==> config.mk <==
export PLATFORM = sky130hd
export DESIGN_NAME = cct_cordic_stage
export DESIGN_NICKNAME = d
export VERILOG_FILES = /design/src/hw/rtl/cct_pkg.sv /design/src/hw/rtl/cct_cordic_stage.sv
export SDC_FILE = /design/constraint.sdc
export NUM_CORES = 1
export LEC_CHECK = 0
export ABC_AREA = 1
export BUFFER_PORTS_ARGS = -buffer_cell sky130_fd_sc_hd__buf_2
export CORE_MARGIN = 5
export CORE_UTILIZATION = 47
export DETAILED_ROUTE_END_ITERATION = 10
export GPL_ROUTABILITY_DRIVEN = 0
export PLACE_DENSITY = 0.71
export RECOVER_POWER = 25
export SETUP_SLACK_MARGIN = 0.1
export SLEW_MARGIN = 15
export SYNTH_ARGS = -nofsm -noshare
export SYNTH_HDL_FRONTEND = slang
export SYNTH_SLANG_ARGS = --single-unit
==> constraint.sdc <==
create_clock -name clk -period 2.42 [get_ports clk]
set_input_delay 0.242 -clock clk [delete_from_list [all_inputs] [get_ports clk]]
set_output_delay 0.242 -clock clk [all_outputs]
set_load 0.01 [all_outputs]
==> src/hw/rtl/cct_pkg.sv <==
// Shared types and constants for the cylindrical coordinate transform core.
// No dependencies; used by the core, its CORDIC stage and its checker.
`default_nettype none

package cct_pkg;

  // Command codes
  localparam logic CMD_TO_CYL  = 1'b0;  // global Cartesian -> cylindrical
  localparam logic CMD_TO_CART = 1'b1;  // cylindrical -> global Cartesian

  // Configuration register indexes
  localparam logic [1:0] REG_ROW0 = 2'd0;
  localparam logic [1:0] REG_ROW1 = 2'd1;
  localparam logic [1:0] REG_ROW2 = 2'd2;

  localparam int CFG_W      = 54;
  localparam int GUARD_BITS = 8;
  localparam int ATAN_N     = 40;

  // 1/K of the CORDIC in Q30
  localparam logic signed [30:0] KINV_S = 31'sd652032874;

  // atan(2^-i) as binary angle, full turn = 2^32
  localparam logic [31:0] ATAN_TAB [ATAN_N] = '{
    32'd536870912, 32'd316933406, 32'd167458907, 32'd85004756, 32'd42667331,
    32'd21354465,  32'd10679838,  32'd5340245,   32'd2670163,  32'd1335087,
    32'd667544,    32'd333772,    32'd166886,    32'd83443,    32'd41722,
    32'd20861,     32'd10430,     32'd5215,      32'd2608,     32'd1304,
    32'd652,       32'd326,       32'd163,       32'd81,       32'd41,
    32'd20,        32'd10,        32'd5,         32'd3,        32'd1,
    32'd1,         32'd0,         32'd0,         32'd0,        32'd0,
    32'd0,         32'd0,         32'd0,         32'd0,        32'd0
  };

  // Control that travels with each item down the pipe
  typedef struct packed {
    logic valid;
    logic cmd;
    logic zero;   // radial part was zero (to-cylindrical only)
  } cct_ctl_t;

endpackage

`default_nettype wire

==> src/hw/rtl/cct_cordic_stage.sv <==
// One registered CORDIC micro-rotation (vectoring or rotation per item cmd).
// Depends on cct_pkg.
`default_nettype none

module cct_cordic_stage import cct_pkg::*; #(
  parameter int          XW    = 46,
  parameter int          ZW    = 34,
  parameter int          LW    = 36,
  parameter int          SHIFT = 0,
  parameter logic [31:0] ATAN  = 32'd0
) (
  input  logic                 clk,
  input  logic                 rst,
  input  cct_ctl_t             ctl_in,
  input  logic signed [XW-1:0] x_in,
  input  logic signed [XW-1:0] y_in,
  input  logic signed [ZW-1:0] z_in,
  input  logic signed [LW-1:0] lane_in,
  output cct_ctl_t             ctl_out,
  output logic signed [XW-1:0] x_out,
  output logic signed [XW-1:0] y_out,
  output logic signed [ZW-1:0] z_out,
  output logic signed [LW-1:0] lane_out
);

  logic                 up;
  logic signed [XW-1:0] xs, ys;

  // vectoring drives y to zero, rotation drives z to zero
  assign up = (ctl_in.cmd == CMD_TO_CYL) ? !y_in[XW-1] : z_in[ZW-1];
  assign xs = y_in >>> SHIFT;
  assign ys = x_in >>> SHIFT;

  always_ff @(posedge clk) begin
    if (rst) begin
      ctl_out <= '0;
    end else begin
      ctl_out <= ctl_in;
    end
  end

  always_ff @(posedge clk) begin
    lane_out <= lane_in;
    if (up) begin
      x_out <= x_in + xs;
      y_out <= y_in - ys;
      z_out <= z_in + ZW'(ATAN);
    end else begin
      x_out <= x_in - xs;
      y_out <= y_in + ys;
      z_out <= z_in - ZW'(ATAN);
    end
  end

endmodule

`default_nettype wire

* Yosys cells after proc, flatten, opt, wreduce, memory -nomap -nowiden
Cells that the tools add are included.
** Storage, ports and cells
- Input bits :: 167
- Output and inout bits :: 165
- Logic and storage cells :: 14
- Latch bits :: 0
- ROM bits :: 0
- Memories kept :: 0
- Memory bits (writable) :: 0
- Register bits :: 165
** Cells by class
- Multiplexer cells :: 3
- Div/mod/pow operators :: 0
- Equality and inequality tests :: 0
- Order comparisons :: 0
- Reductions and logical operators :: 1
- Add/sub/neg operators :: 3
- Shift operators :: 0
- Multiply operators :: 0
- Bitwise operators :: 0
** Operator list (count)
- 2-to-1 mux 46 bit :: 2
- subtractor 46 bit :: 2
- adder 46 bit :: 1
- logical NOT 1 bit :: 1
- 2-to-1 mux 1 bit :: 1

* Depth between registers and ports, before layout
- Depth after elaboration :: 3
- Depth in mapped cells :: 18
- Mapped depth without buffers :: 17

* Least setup slack after synthesis
OpenSTA, ideal clock, no wires.
- Kind :: in2reg
- From :: in y_in[0]
- To :: reg y_out[24]
- Buffers on the path :: 0
- Library setup time :: 0.113 ns
- Path slack :: 0.543 ns
- Stages on the path :: 15
- Arrival :: 1.764 ns
- Required time :: 2.307 ns
- Path through :: inv_1 > ha_1 > fa_1 > inv_1 > nand2_1 > nand3_2 > nand2_1 > nand2_1 > inv_1 > o21ai_2 > nand2_1 > nand2_1 > nand2_1 > nand3_1 > nand2_1
** On the way
- Longest elaborated chain between the ends :: 2
- Elaborated cells between the ends (all ways) :: 3
- Classes of those cells :: add/sub (2); mux (1)
** RTL lines
- from (decl) :: line cct_cordic_stage.sv:16 : input logic signed [XW-1:0] y_in,
- adder 46 bit or subtractor 46 bit (tied branches) :: line cct_cordic_stage.sv:50, cct_cordic_stage.sv:46
- 2-to-1 mux 46 bit * :: line cct_cordic_stage.sv:44 : if (up) begin
- to (signal assigned) :: line cct_cordic_stage.sv:46 : y_out <= y_in - ys;
- to (signal assigned) :: line cct_cordic_stage.sv:50 : y_out <= y_in + ys;
- to (decl) :: line cct_cordic_stage.sv:21 : output logic signed [XW-1:0] y_out,
Mark *: on every way between the ends. The rest lies on a longest branch, timed or not.
A chain may end at the register's enable or synchronous reset.

* Final worst setup path
- From :: in x_in[0]
- To :: reg x_out[32]
** On the way
- Longest elaborated chain between the ends :: 2
- Elaborated cells between the ends (all ways) :: 3
- Classes of those cells :: add/sub (2); mux (1)
** RTL lines
- from (decl) :: line cct_cordic_stage.sv:15 : input logic signed [XW-1:0] x_in,
- subtractor 46 bit or adder 46 bit (tied branches) :: line cct_cordic_stage.sv:49, cct_cordic_stage.sv:45
- 2-to-1 mux 46 bit * :: line cct_cordic_stage.sv:44
- to (signal assigned) :: line cct_cordic_stage.sv:45 : x_out <= x_in + xs;
- to (signal assigned) :: line cct_cordic_stage.sv:49 : x_out <= x_in - xs;
- to (decl) :: line cct_cordic_stage.sv:20 : output logic signed [XW-1:0] x_out,
Marks and branches as above.

==> reports/results.txt <==
Outcome - finished clean
Port-buffer cells - 331
Standard cell core area - 0.03229 sq mm
Slew @ Worst Pin - 0.7054 ns
Final Hold Fails - 0
Total gr overflow - 0
Number of antenna repair diodes - 0
Number of nets with antenna violations after routing - 0
Worst setup SP type - input port
Detailed-route wire length per cell - 17.18 um
Pin count of the biggest net entering global routing - 89
Die area - 0.03618 sq mm
Slew Limit Fails - 0
Mean area per synthesized cell - 5.724 sq um
Min cycle time layout - 2.122 ns
Clock network power share - 26.6%
Cell at the root of the clock tree - sky130_fd_sc_hd__clkbuf_16
Setup repair after global routing missed its margin - false
Power density of the placed cells - 530.2 mW/mm^2
Endpoint class of the critical path - register
Library cell appearing most often on the critical path - sky130_fd_sc_hd__nand2_1
NumNets Final - 3452
Type of the worst setup path - in2reg
Critical path capture point - x_out[32]
Total via count after detailed routing - 18857
Fraction of registers with async set or reset after synthesis - 0%
Post-synth EDFFs - 0
Number of optimization iterations in the first detailed-route pass - 9
Fmax - 471.3 MHz
Top cells by area, synth - sky130_fd_sc_hd__nand2_1 23%, sky130_fd_sc_hd__dfxtp_1 22%, sky130_fd_sc_hd__inv_1 12%
Ratio of routed vias to standard cells - 5.237
I/O pin total - 332
Sequential share of the synthesized area - 21.51%
Number of levels in the clock H-tree - 4
CTS tree - built
Sum of routed wire length over all layers - 61880 um
Tcrit/Tclk final - 87.68%
CP max stage cell - sky130_fd_sc_hd__fa_1
Synthesized area - 0.01526 sq mm
Clock transition at the registers of the reported paths - 0.09 ns
Area fraction of the dominant cell type after synthesis - 22.89%
Effective utilization at floorplan - 47.28%
Logic depth of the worst setup path including buffers - 16
Number of global-route vias before repair - 17813
Total number of placement rows - 66
Internal - 6053 uW
Post-synth net total - 2972
Worst slack, placed - -0.03180 ns
Maximum resistive drop on vdd - 0.0004879 V
Total global routing track utilization - 32.72%
Hold buffers post-CTS - 73
CP arrival - 2.48 ns
Number of synthesis warnings - 0
Min-Delay Path Class - in2reg
Proportion of power drawn by flip-flops and latches - 31.4%
Total net switching power - 4173 uW
Max FO, Critical Path - 4
Worst-case clock buffer depth - 2
Sw Ratio - 40.81%
PostCTS Resize Cnt - 0
Cell family with the largest share of critical-path delay - simple AND/OR/NAND/NOR gates
Number of library cell types mapped by synthesis - 43
Synth Flop Type - sky130_fd_sc_hd__dfxtp_1
Drt initial violations - 2255
Global-route wire length before repair - 92970 um
Top cell type by total area after synthesis - sky130_fd_sc_hd__nand2_1
Required time worst endpoint - 2.78 ns
Combinational group share of total power - 42.0%
Final worst-path setup slack - 0.2981 ns
Register bit total from synthesis - 164
Share of post-route cells with drive strength above 1 - 17.09%
Worst setup path startpoint - x_in[0]
Number of cells on the worst hold path - 3
Critical path's largest stage delay - 0.40 ns
Slew HR - 52.91%
DRC Markers - 0
Cell leakage power - 0.01126 uW
Number of violations of the max-capacitance limit - 0
Buffer count from post-CTS setup fixing - 0
Power, Total - 10230 uW
Crit path buf inv count - 4
Area growth from synthesis to layout - 26.34%
Synthesized instance count - 2667
Detailed placement HPWL - 51020 um
Die Y - 190.2 um
Initial antenna violation count - 1
Num CTS Buffers - 17
CTS sink cnt - 164
Number of setup violations in the final report - 0
Cell-by-cell listing of the critical path - clkbuf_1 > inv_1 > ha_1 > fa_1 > inv_1 > a21oi_1 > inv_1 > nand2_1 > nand2_1 > nand2_1 > nand2_1 > nand2_1 > nand2_1 > nand2_1 > nand3_1 > nand2_1
Die boundary width - 190.2 um
==> cell usage after synthesis (15+ instances only) <==
master and instances:
sky130_fd_sc_hd__a21oi_1 132, sky130_fd_sc_hd__buf_2 18, sky130_fd_sc_hd__buf_4 30, sky130_fd_sc_hd__dfxtp_1 164, sky130_fd_sc_hd__ha_1 135, sky130_fd_sc_hd__inv_1 507
sky130_fd_sc_hd__inv_2 15, sky130_fd_sc_hd__nand2_1 931, sky130_fd_sc_hd__nand3_1 226, sky130_fd_sc_hd__nand4_1 33, sky130_fd_sc_hd__nor2_1 220, sky130_fd_sc_hd__nor2_2 32
sky130_fd_sc_hd__o21ai_0 77, sky130_fd_sc_hd__o21bai_1 28, sky130_fd_sc_hd__xor2_1 26
==> cell type report <==
class / instances / area [sq um]
Fill cell: 3197 / 13000
Multi-Input combinational cell: 1917 / 9641
Sequential cell: 164 / 3283
Timing Repair Buffer: 523 / 3277
Inverter: 524 / 1967
Tap cell: 442 / 553.0
Clock buffer: 19 / 442.9
Clock inverter: 12 / 121.4
==> kinds of logic after synthesis <==
family / after synthesis / synth area share (%)
flops: 164 / 21.51
simple gates: 1483 / 40.42
xor+xnor: 27 / 1.549
mux: 1 / 0.06558
fa+ha+maj: 138 / 11.46
buf+inv: 586 / 15.34
compound gates: 268 / 9.656
==> worst min-delay path by stage <==
stage                          start          end  slack, ns
final                      ctl_in[1]   ctl_out[1]       0.05
after detailed placement    z_in[31]    z_out[31]       0.35
after global placement       z_in[7]     z_out[7]       0.35
after global routing       ctl_in[1]   ctl_out[1]       0.07
after floorplan           lane_in[0]  lane_out[0]       0.27
after CTS                  ctl_in[1]   ctl_out[1]       0.03
==> metrics by stage <==
stage | TNS [ns] | area (sq um) | std cells | hold slack [ns] | utilization [%]
2_1_floorplan | 0 | 15260 | 2667 | 0.2697 | -
3_3_place_gp | 0 | 18020 | 3497 | 0.3452 | 55.80
3_5_place_dp | -0.06474 | 18020 | 3497 | 0.3461 | 55.80
4_1_cts | 0 | 19310 | 3601 | 0.03050 | 59.82
5_1_grt | 0 | 19280 | 3601 | 0.06752 | 59.73
6_report | 0 | 19280 | 3601 | 0.04973 | 59.73
==> power groups by stage <==
stage	clock network, uW	registers, uW	logic, uW
6_report	2720	3210	4290
5_1_grt	2880	3240	4650
4_1_cts	2750	3200	4180
3_5_place_dp	0	3260	4070
3_3_place_gp	0	3260	4020
2_1_floorplan	0	3430	2210
==> layer usage <==
metal	routed length, um	track usage (%)
met1	22990	39.34
met2	28010	54.73
met3	6867	6.170
met4	3994	18.95
met5	11	0
==> layout by cell type (no fill, tap or decap), types with 11 or more instances in the layout <==
| cell | count |
|---|---|
| sky130_fd_sc_hd__nand2_1 | 931 |
| sky130_fd_sc_hd__inv_1 | 507 |
| sky130_fd_sc_hd__buf_2 | 308 |
| sky130_fd_sc_hd__nand3_1 | 226 |
| sky130_fd_sc_hd__nor2_1 | 220 |
| sky130_fd_sc_hd__dfxtp_1 | 164 |
| sky130_fd_sc_hd__ha_1 | 135 |
| sky130_fd_sc_hd__a21oi_1 | 132 |
| sky130_fd_sc_hd__buf_4 | 117 |
| sky130_fd_sc_hd__o21ai_0 | 77 |
| sky130_fd_sc_hd__dlygate4sd3_1 | 73 |
| sky130_fd_sc_hd__nand4_1 | 33 |
| sky130_fd_sc_hd__nor2_2 | 32 |
| sky130_fd_sc_hd__o21bai_1 | 28 |
| sky130_fd_sc_hd__xor2_1 | 26 |
| sky130_fd_sc_hd__clkbuf_1 | 24 |
| sky130_fd_sc_hd__clkbuf_16 | 17 |
| sky130_fd_sc_hd__inv_2 | 15 |
| sky130_fd_sc_hd__nand2_2 | 11 |
==> worst min-delay path, stage by stage <==
cell                     delay, ns
sky130_fd_sc_hd__buf_2        0.08
sky130_fd_sc_hd__inv_1        0.06
sky130_fd_sc_hd__nor2_1       0.08
==> sequential cells by signal (all words and copies together) (netlist names) <==
register,cells
x_out,46
y_out,45
lane_out,36
ctl_out,3
z_out,34
No activity file was read; power rests on OpenSTA's default activity.
